==> src/bba_pkg.sv <==
// Shared types and constants of the block bitmap allocator.
// No dependencies; every other file of the block but bba_ram and the defines header imports it.
package bba_pkg;

	localparam int unsigned BBA_MAX_BLOCKS = 65536;
	localparam int unsigned BBA_WORD_BITS  = 32;

	localparam int unsigned BLK_W     = 16;
	localparam int unsigned CNT_W     = 17;
	localparam int unsigned CFG_IDX_W = 1;

	localparam logic [CNT_W-1:0] COUNT_MAX   = '1;
	localparam logic [CNT_W-1:0] TOTAL_RESET = 17'd65536;

	typedef enum logic [1:0] {
		KIND_ALLOC   = 2'd0,
		KIND_RELEASE = 2'd1,
		KIND_QUERY   = 2'd2,
		KIND_FORMAT  = 2'd3
	} kind_t;

	typedef enum logic [1:0] {
		ST_OK       = 2'd0,
		ST_NO_SPACE = 2'd1,
		ST_RANGE    = 2'd2
	} status_t;

	typedef enum logic [CFG_IDX_W-1:0] {
		REG_TOTAL    = 1'b0,
		REG_RESERVED = 1'b1
	} cfg_reg_t;

	typedef enum logic [3:0] {
		OP_NONE,
		OP_TAKE,
		OP_FORMAT_START,
		OP_FILL_STEP,
		OP_SCAN_START,
		OP_SCAN_STEP,
		OP_BIT,
		OP_NO_SPACE,
		OP_RANGE
	} dp_op_t;

	typedef struct packed {
		dp_op_t op;
		logic   load_out;
	} ctrl_cmd_t;

	typedef struct packed {
		kind_t kind;
		logic  in_range;
		logic  count_zero;
		logic  fill_last;
		logic  scan_found;
		logic  scan_idle;
		logic  out_free;
	} dp_stat_t;

endpackage

==> src/bba_ctrl.sv <==
// Controller of the block bitmap allocator: sequences each item through the datapath.
// Depends on bba_pkg for the command and status structs.
module bba_ctrl (
	input  logic                clk,
	input  logic                arst_n,
	input  logic                in_valid,
	output logic                in_ready,
	input  bba_pkg::dp_stat_t   stat,
	output bba_pkg::ctrl_cmd_t  cmd
);
	import bba_pkg::*;

	typedef enum logic [2:0] {
		S_CLEAR,
		S_IDLE,
		S_DECODE,
		S_READ,
		S_BIT,
		S_SCAN,
		S_FILL,
		S_RESP
	} state_t;

	state_t state_q, state_d;

	always_comb begin
		state_d      = state_q;
		cmd.op       = OP_NONE;
		cmd.load_out = 1'b0;
		in_ready     = 1'b0;
		unique case (state_q)
			S_CLEAR: begin
				// The map is swept once after reset before the first item is taken.
				cmd.op = OP_FILL_STEP;
				if (stat.fill_last) begin
					state_d = S_IDLE;
				end
			end
			S_IDLE: begin
				in_ready = 1'b1;
				if (in_valid) begin
					cmd.op  = OP_TAKE;
					state_d = S_DECODE;
				end
			end
			S_DECODE: begin
				unique case (stat.kind) inside
					KIND_ALLOC: begin
						if (stat.count_zero) begin
							cmd.op  = OP_NO_SPACE;
							state_d = S_RESP;
						end else begin
							cmd.op  = OP_SCAN_START;
							state_d = S_SCAN;
						end
					end
					KIND_RELEASE, KIND_QUERY: begin
						if (stat.in_range) begin
							state_d = S_READ;
						end else begin
							cmd.op  = OP_RANGE;
							state_d = S_RESP;
						end
					end
					KIND_FORMAT: begin
						cmd.op  = OP_FORMAT_START;
						state_d = S_FILL;
					end
				endcase
			end
			S_READ: begin
				state_d = S_BIT;
			end
			S_BIT: begin
				cmd.op  = OP_BIT;
				state_d = S_RESP;
			end
			S_SCAN: begin
				cmd.op = OP_SCAN_STEP;
				if (stat.scan_found || stat.scan_idle) begin
					state_d = S_RESP;
				end
			end
			S_FILL: begin
				cmd.op = OP_FILL_STEP;
				if (stat.fill_last) begin
					state_d = S_RESP;
				end
			end
			S_RESP: begin
				if (stat.out_free) begin
					cmd.load_out = 1'b1;
					state_d      = S_IDLE;
				end
			end
		endcase
	end

	always_ff @(posedge clk or negedge arst_n) begin
		if (!arst_n) begin
			state_q <= S_CLEAR;
		end else begin
			state_q <= state_d;
		end
	end
endmodule

==> config.mk <==
export PLATFORM = sky130hd
export DESIGN_NAME = bba_ctrl
export DESIGN_NICKNAME = d
export VERILOG_FILES = /design/src/bba_pkg.sv /design/src/bba_ctrl.sv
export SDC_FILE = /design/constraint.sdc
export NUM_CORES = 1
export LEC_CHECK = 0
export BUFFER_PORTS_ARGS = -buffer_cell sky130_fd_sc_hd__buf_2
export CAP_MARGIN = 20
export CORE_AREA = 4 4 41 43
export DETAILED_ROUTE_END_ITERATION = 8
export DIE_AREA = 0 0 45 47
export HOLD_SLACK_MARGIN = 0.06
export PLACE_DENSITY = 0.53
export SLEW_MARGIN = 0
export SYNTH_ARGS = -nofsm -noshare
export SYNTH_HDL_FRONTEND = slang
export SYNTH_SLANG_ARGS = --single-unit
==> constraint.sdc <==
create_clock -name clk -period 1.6 [get_ports clk]
set_clock_uncertainty 0.15 [all_clocks]
set_input_delay 0.16 -clock clk [delete_from_list [all_inputs] [get_ports clk]]
set_output_delay 0.16 -clock clk [all_outputs]
set_load 0.01 [all_outputs]
==> impl_metrics.json, run 1 <==
{
  "max_freq_mhz": 643,
  "synth.area.top_cells": "dfrtp_1 (21%), ha_1 (10%), o21ai_0 (5.6%), inv_1 (5.2%), nand2b_1 (5.2%)",
  "timing.final.crit_period_ns": 1.56,
  "multi_input_area_um2": 240,
  "ys_ff_latch": 3,
  "layout-drive-gt1-share": 0.464,
  "wl_per_cell_um": 12.0,
  "r2r_cells": 4,
  "mostFrequentLayoutCell": "buf_2",
  "reg2reg_slack_ns": 0.33,
  "drcViolationCount": 0,
  "gp_congestion": 0.757,
  "io_pins": 17,
  "antenna_cells": 0,
  "worstHoldPathType": "primary input to flip-flop",
  "io_buffer_count": 16,
  "rsz0062_at_grt": "yes",
  "cts-htree-levels": 1,
  "holdWs_ns": 0.0771,
  "path_clk_slew_ns": 0.03,
  "critPathCaptureType": "output pin",
  "clockBufferDepth": 2,
  "dr.pass1.iters": 2,
  "cts_inserted_buffers": 3,
  "synth_nets": 58,
  "place_hpwl_um": 685,
  "seqPwrFrac": 0.182,
  "cp.required_ns": 1.29,
  "core-area_um2": 1300,
  "syn_area_per_cell_um2": 8.13,
  "tightest_slew_ns": 0.225,
  "final_nets": 84,
  "p_int_mw": 0.494,
  "final_cell_mix": "buf_2 (16), buf_4 (7), inv_1 (5)",
  "finalSetupViolations": 0,
  "vdd_drop_max_uv": 541,
  "antenna_found_initial": 0,
  "power_density_nw_per_um2": 1630,
  "finalMaxSlewViolations": 0,
  "holdPathStages": 3,
  "grt-ovfl-total": 0,
  "setup_ws_ns": 0.0447,
  "ys_seq_area_frac": 0.210,
  "synthCells": 44,
  "dieArea_um2": 2120,
  "pwr-share-comb": 0.654,
  "grt_pass1_vias": 432,
  "drv_cap": 0,
  "synthToLayoutAreaGrowth_pct": 46.5,
  "power_mw": 0.856,
  "path_max_fanout": 4,
  "netlist_area_um2": 358,
  "fillers": 140,
  "num_vias": 411,
  "rows": 13,
  "seqCellArea_um2": 77.6,
  "largest_reg_flops": 3,
  "root_buffer": "clkbuf_4",
  "drt-initial-drc-count": 3,
  "drt_wl_total_mm": 1.01,
  "min_to": "state_q[0]",
  "pre_cts_ws_ns": 0.100,
  "worstReg2RegEnd": "state_q[2]",
  "largest-register": "state_q",
  "clkPwrFrac": 0.165,
  "cts_sinks": 3,
  "finalCritPeriodShare": 0.972,
  "die_w_um": 45,
  "setup.worst_path.start_class": "flip-flop",
  "relSlewSlack": 0.848,
  "synth_top_area_frac": 0.210,
  "status": "completed",
  "synth_largest_area_cell": "dfrtp_1",
  "min_from": "stat[3]",
  "grtUsageTotal": 0.118,
  "final_core_utilization": 0.403,
  "switching_share": 0.422,
  "power.switching_mw": 0.361,
  "finalHoldViolations": 0,
  "via_per_inst": 4.89,
  "reg.largest.list": "state_q: 3 flops",
  "grt_pass1_wl_mm": 1.70,
  "ant_nets": 0,
  "cts_tree": "done",
  "start_util": 0.275,
  "timing.rr.start": "state_q[0]",
  "worstPathArrival_ns": 1.25,
  "path_class": "flip-flop to output pin",
  "ys_warn_count": 0,
  "fp.dieH_um": 47,
  "grt_max_degree": 10,
  "cellLeakagePower_nw": 0.264,
  "synth_cell_type_count": 26,
  "clock_latency_ns": 0.24
}
## worst max-delay path by stage
| stage | to | start | cells past startpoint |
|---|---|---|---|
| floorplan | cmd[1] | state_q[0] | 3 |
| global placement | cmd[1] | stat[6] | 7 |
| detailed placement | cmd[1] | stat[6] | 7 |
| CTS | cmd[1] | state_q[1] | 3 |
| global route | cmd[3] | state_q[2] | 5 |
| finish | cmd[4] | state_q[0] | 3 |
## synthesized netlist by cell type (all sizes together)
library cell  count
a31oi             1
nand2             3
inv               5
o21ai             4
o22a              1
o311ai            1
a22oi             2
a21oi             1
nor3              2
nor4              1
and4              1
and3              1
ha                3
o21ba             1
buf               3
o22ai             1
a221oi            1
a221o             1
mux2i             1
dfrtp             3
nand2b            3
nor2              3
a311oi            1
## routing by layer
| layer | routed length [um] | track usage |
|---|---|---|
| met5 | 0 | 0 |
| met4 | 49 | 0.152 |
| met3 | 73 | 0.0153 |
| met2 | 473 | 0.189 |
| met1 | 414 | 0.119 |
## cells by family after synthesis
logic type | after synthesis | synth area share
AO/OA/AOI/OAI | 15 | 0.332
adder cells (fa/ha/maj) | 3 | 0.105
buffers and inverters | 8 | 0.119
flip-flops | 3 | 0.210
multiplexers | 1 | 0.0280
AND/OR/NAND/NOR | 14 | 0.206
## worst max-delay path, cell delays in order (launching register included)
cell and delay (ns):
dfrtp_2 0.42, nand2b_1 0.20, nor4_1 0.22, buf_2 0.17
## through the flow
step,TNS [ns],area [um^2],instances
after detailed placement,0,448,74
after global routing,-0.101,524,84
final,0,524,84
after floorplan,0,358,44
after CTS,0,524,84
after global placement,0,448,74
## area by class of cell
cell class | instances | share of cell area
inverters | 5 | 0.0358
clock buffers | 4 | 0.0501
well taps | 15 | 0.0358
flip-flops and latches | 3 | 0.148
multi-input cells | 33 | 0.458
repair buffers | 24 | 0.272
## power by group through the flow
stage | sequential (mW) | combinational (mW) | clock, mW
2_1_floorplan | 0.141 | 0.362 | 0
3_3_place_gp | 0.182 | 0.441 | 0
3_5_place_dp | 0.181 | 0.439 | 0
4_1_cts | 0.154 | 0.552 | 0.144
5_1_grt | 0.163 | 0.618 | 0.159
6_report | 0.156 | 0.559 | 0.141
## repair_timing
| item | in CTS | in global routing |
|---|---|---|
| resized for setup | 2 | 1 |
| endpoints found under the hold margin | 3 | 0 |
| buffers inserted | 5 | 0 |
| hold buffers | 1 | 0 |
| endpoints found under the setup margin | 2 | 3 |
| pin swaps | 0 | 2 |
Note: power is estimated with default switching activity, not from simulation.
==> run 2, diff against run 1 <==
ABC_AREA = 1   (was default)
CORE_AREA = default   (was 4 4 41 43)
CORE_MARGIN = 4   (was default)
CORE_UTILIZATION = 35   (was default)
DIE_AREA = default   (was 0 0 45 47)
PLACE_DENSITY = 0.62   (was 0.53)
SETUP_SLACK_MARGIN = 0.05   (was default)
==> impl_metrics.json, run 2 <==
{
  "dieArea_um2": 1950,
  "grt_pass1_wl_mm": 2.28,
  "layout-drive-gt1-share": 0.457,
  "p_int_mw": 0.712,
  "synth_nets": 89,
  "cellLeakagePower_nw": 0.401,
  "setup.worst_path.start_class": "flip-flop",
  "mostFrequentLayoutCell": "nand2_1",
  "die_w_um": 44.1,
  "synth.area.top_cells": "dfrtp_1 (16%), nand3_1 (14%), nand2_1 (14%), inv_1 (11%), ha_1 (8.2%)",
  "num_vias": 601,
  "power_density_nw_per_um2": 1930,
  "gp_congestion": 0.893,
  "ys_warn_count": 0,
  "synth_top_area_frac": 0.164,
  "power.switching_mw": 0.659,
  "final_nets": 120,
  "antenna_found_initial": 0,
  "synth_common_cells": "nand2_1 (17), inv_1 (13), nand3_1 (13)",
  "critPathCaptureType": "output pin",
  "cts-htree-levels": 1,
  "wl_per_cell_um": 11.8,
  "clockBufferDepth": 2,
  "vdd_drop_max_uv": 824,
  "drcViolationCount": 0,
  "drt-initial-drc-count": 25,
  "io_buffer_count": 16,
  "grt_pass1_vias": 580,
  "clock_latency_ns": 0.23,
  "grtUsageTotal": 0.157,
  "seqPwrFrac": 0.155,
  "dr.pass1.iters": 4,
  "pwr-share-comb": 0.745,
  "synthCells": 75,
  "core-area_um2": 1170,
  "violations": "setup timing",
  "timing.final.crit_period_ns": 1.63,
  "reg.largest.list": "state_q: 3 flops",
  "netlist_area_um2": 457,
  "finalSetupViolations": 1,
  "status": "complete, but fails checks",
  "finalHoldViolations": 0,
  "max_freq_mhz": 615,
  "fp.dieH_um": 44.1,
  "syn_area_per_cell_um2": 6.09,
  "ys_ff_latch": 3,
  "setup_ws_ns": -0.0268,
  "switching_share": 0.480,
  "ant_nets": 0,
  "cts_tree": "done",
  "finalMaxSlewViolations": 0,
  "fin_setup_tns_ns": -0.0268,
  "holdWs_ns": 0.105,
  "drv_cap": 0,
  "drt_wl_total_mm": 1.41,
  "cts_sinks": 3,
  "largest_reg_flops": 3,
  "path_clk_slew_ns": 0.04,
  "synth_most_common_cell": "nand2_1",
  "place_hpwl_um": 934,
  "grt-ovfl-total": 0,
  "async_flop_share": 1.00,
  "synth_edf_count": 0,
  "io_pins": 17,
  "via_per_inst": 5.05,
  "worstPathArrival_ns": 1.32,
  "synth_largest_area_cell": "dfrtp_1",
  "ys_seq_area_frac": 0.164,
  "grt_max_degree": 10,
  "rows": 12,
  "synth_cell_type_count": 19,
  "worstHoldPathType": "primary input to async pin",
  "start_util": 0.390,
  "finalCritPeriodShare": 1.02,
  "tightest_slew_ns": 0.183,
  "path_max_fanout": 5,
  "antenna_cells": 0,
  "clkPwrFrac": 0.099,
  "rsz0062_at_grt": "yes",
  "synthToLayoutAreaGrowth_pct": 55.3,
  "cts_inserted_buffers": 3,
  "root_buffer": "clkbuf_4",
  "relSlewSlack": 0.877,
  "cp.required_ns": 1.29,
  "largest-register": "state_q",
  "path_class": "flip-flop to output pin",
  "synthFlopType": "dfrtp_1",
  "final_cell_mix": "nand2_1 (17), buf_2 (16), inv_1 (12), nand3_1 (11), buf_4 (8)"
}
[run 2: cell count changes in the layout (fill, tap and decap cells not counted), moves of 2 or more]
cell / delta
inv_2: +2
buf_6: +3
nand2b_1: -3
nand3_1: +11
nand3_2: +3
nor3_1: -2
nor2_2: +3
inv_1: +7
nor2_1: +3
nand2_1: +14
[run 2: logic make-up (layout without fill, tap and decap cells)]
group | Yosys count | in the layout | synth area share
flip-flops | 3 | 3 | 0.164
AND/OR/NAND/NOR | 45 | 45 | 0.466
buffers and inverters | 18 | 48 | 0.208
AO/OA/AOI/OAI | 6 | 6 | 0.0794
adder cells (fa/ha/maj) | 3 | 3 | 0.0822
[run 2: repair_timing]
item | CTS | global route
buffers inserted | 9 | 1
hold buffers | 1 | 0
pin swaps | 1 | 4
setup endpoints to repair | 5 | 6
endpoints found under the hold margin | 3 | 0
gates resized for setup | 9 | 6
gates cloned | 0 | 0
[run 2: routing by layer]
layer / track usage / part of all wire / up-vias
li1: - / - / 300
met1: 0.196 / 0.42 / 263
met2: 0.256 / 0.48 / 30
met3: 0.0122 / 0.059 / 8
met4: 0.102 / 0.038 / 0
met5: 0 / 0 / -
[run 2: metrics by stage]
step	instances	power, mW	instance area, um^2	worst slack, ns	util
2_1_floorplan	75	0.735	457	0.257	-
3_3_place_gp	104	0.875	536	0.115	0.457
5_1_grt	119	1.48	709	-0.0654	0.606
3_5_place_dp	104	0.876	536	0.0929	0.457
6_report	119	1.37	709	-0.0268	0.606
4_1_cts	118	1.28	687	0.0321	0.587
[run 2: layout make-up]
cell class	count	area, um^2
Clock buffer	4	26.3
Fill cell	112	462
Inverter	15	61.3
Multi-Input combinational cell	54	322
Sequential cell	3	78.8
Tap cell	14	17.5
Timing Repair Buffer	29	204
[run 2: worst max-delay path, stage by stage, from the launching register on]
cell	delay, ns
dfrtp_2	0.45
nor2_2	0.16
nand2_1	0.07
nand2_1	0.10
inv_1	0.06
o2111ai_2	0.08
buf_2	0.16
[run 2: power groups by stage]
stage                     clock (mW)  combinational (mW)  sequential [mW]
after floorplan                    0               0.589            0.146
after global placement             0               0.635            0.240
after detailed placement           0               0.636            0.239
after CTS                      0.138               0.941            0.205
after global routing           0.146                1.12            0.221
final                          0.136                1.02            0.213
[run 2: final timing paths]
path / from / endpoint / slack (ns) / cells past startpoint
hold reg to reg: state_q[0] / state_q[0] / 0.62 / 3
max in group asynchronous: arst_n / state_q[2] / 1.07 / 2
hold / removal: arst_n / state_q[1] / 0.10 / 2
setup / recovery: state_q[0] / cmd[1] / -0.03 / 6
min in group clk: in_valid / state_q[1] / 0.14 / 5
setup reg to reg: state_q[0] / state_q[2] / 0.12 / 8
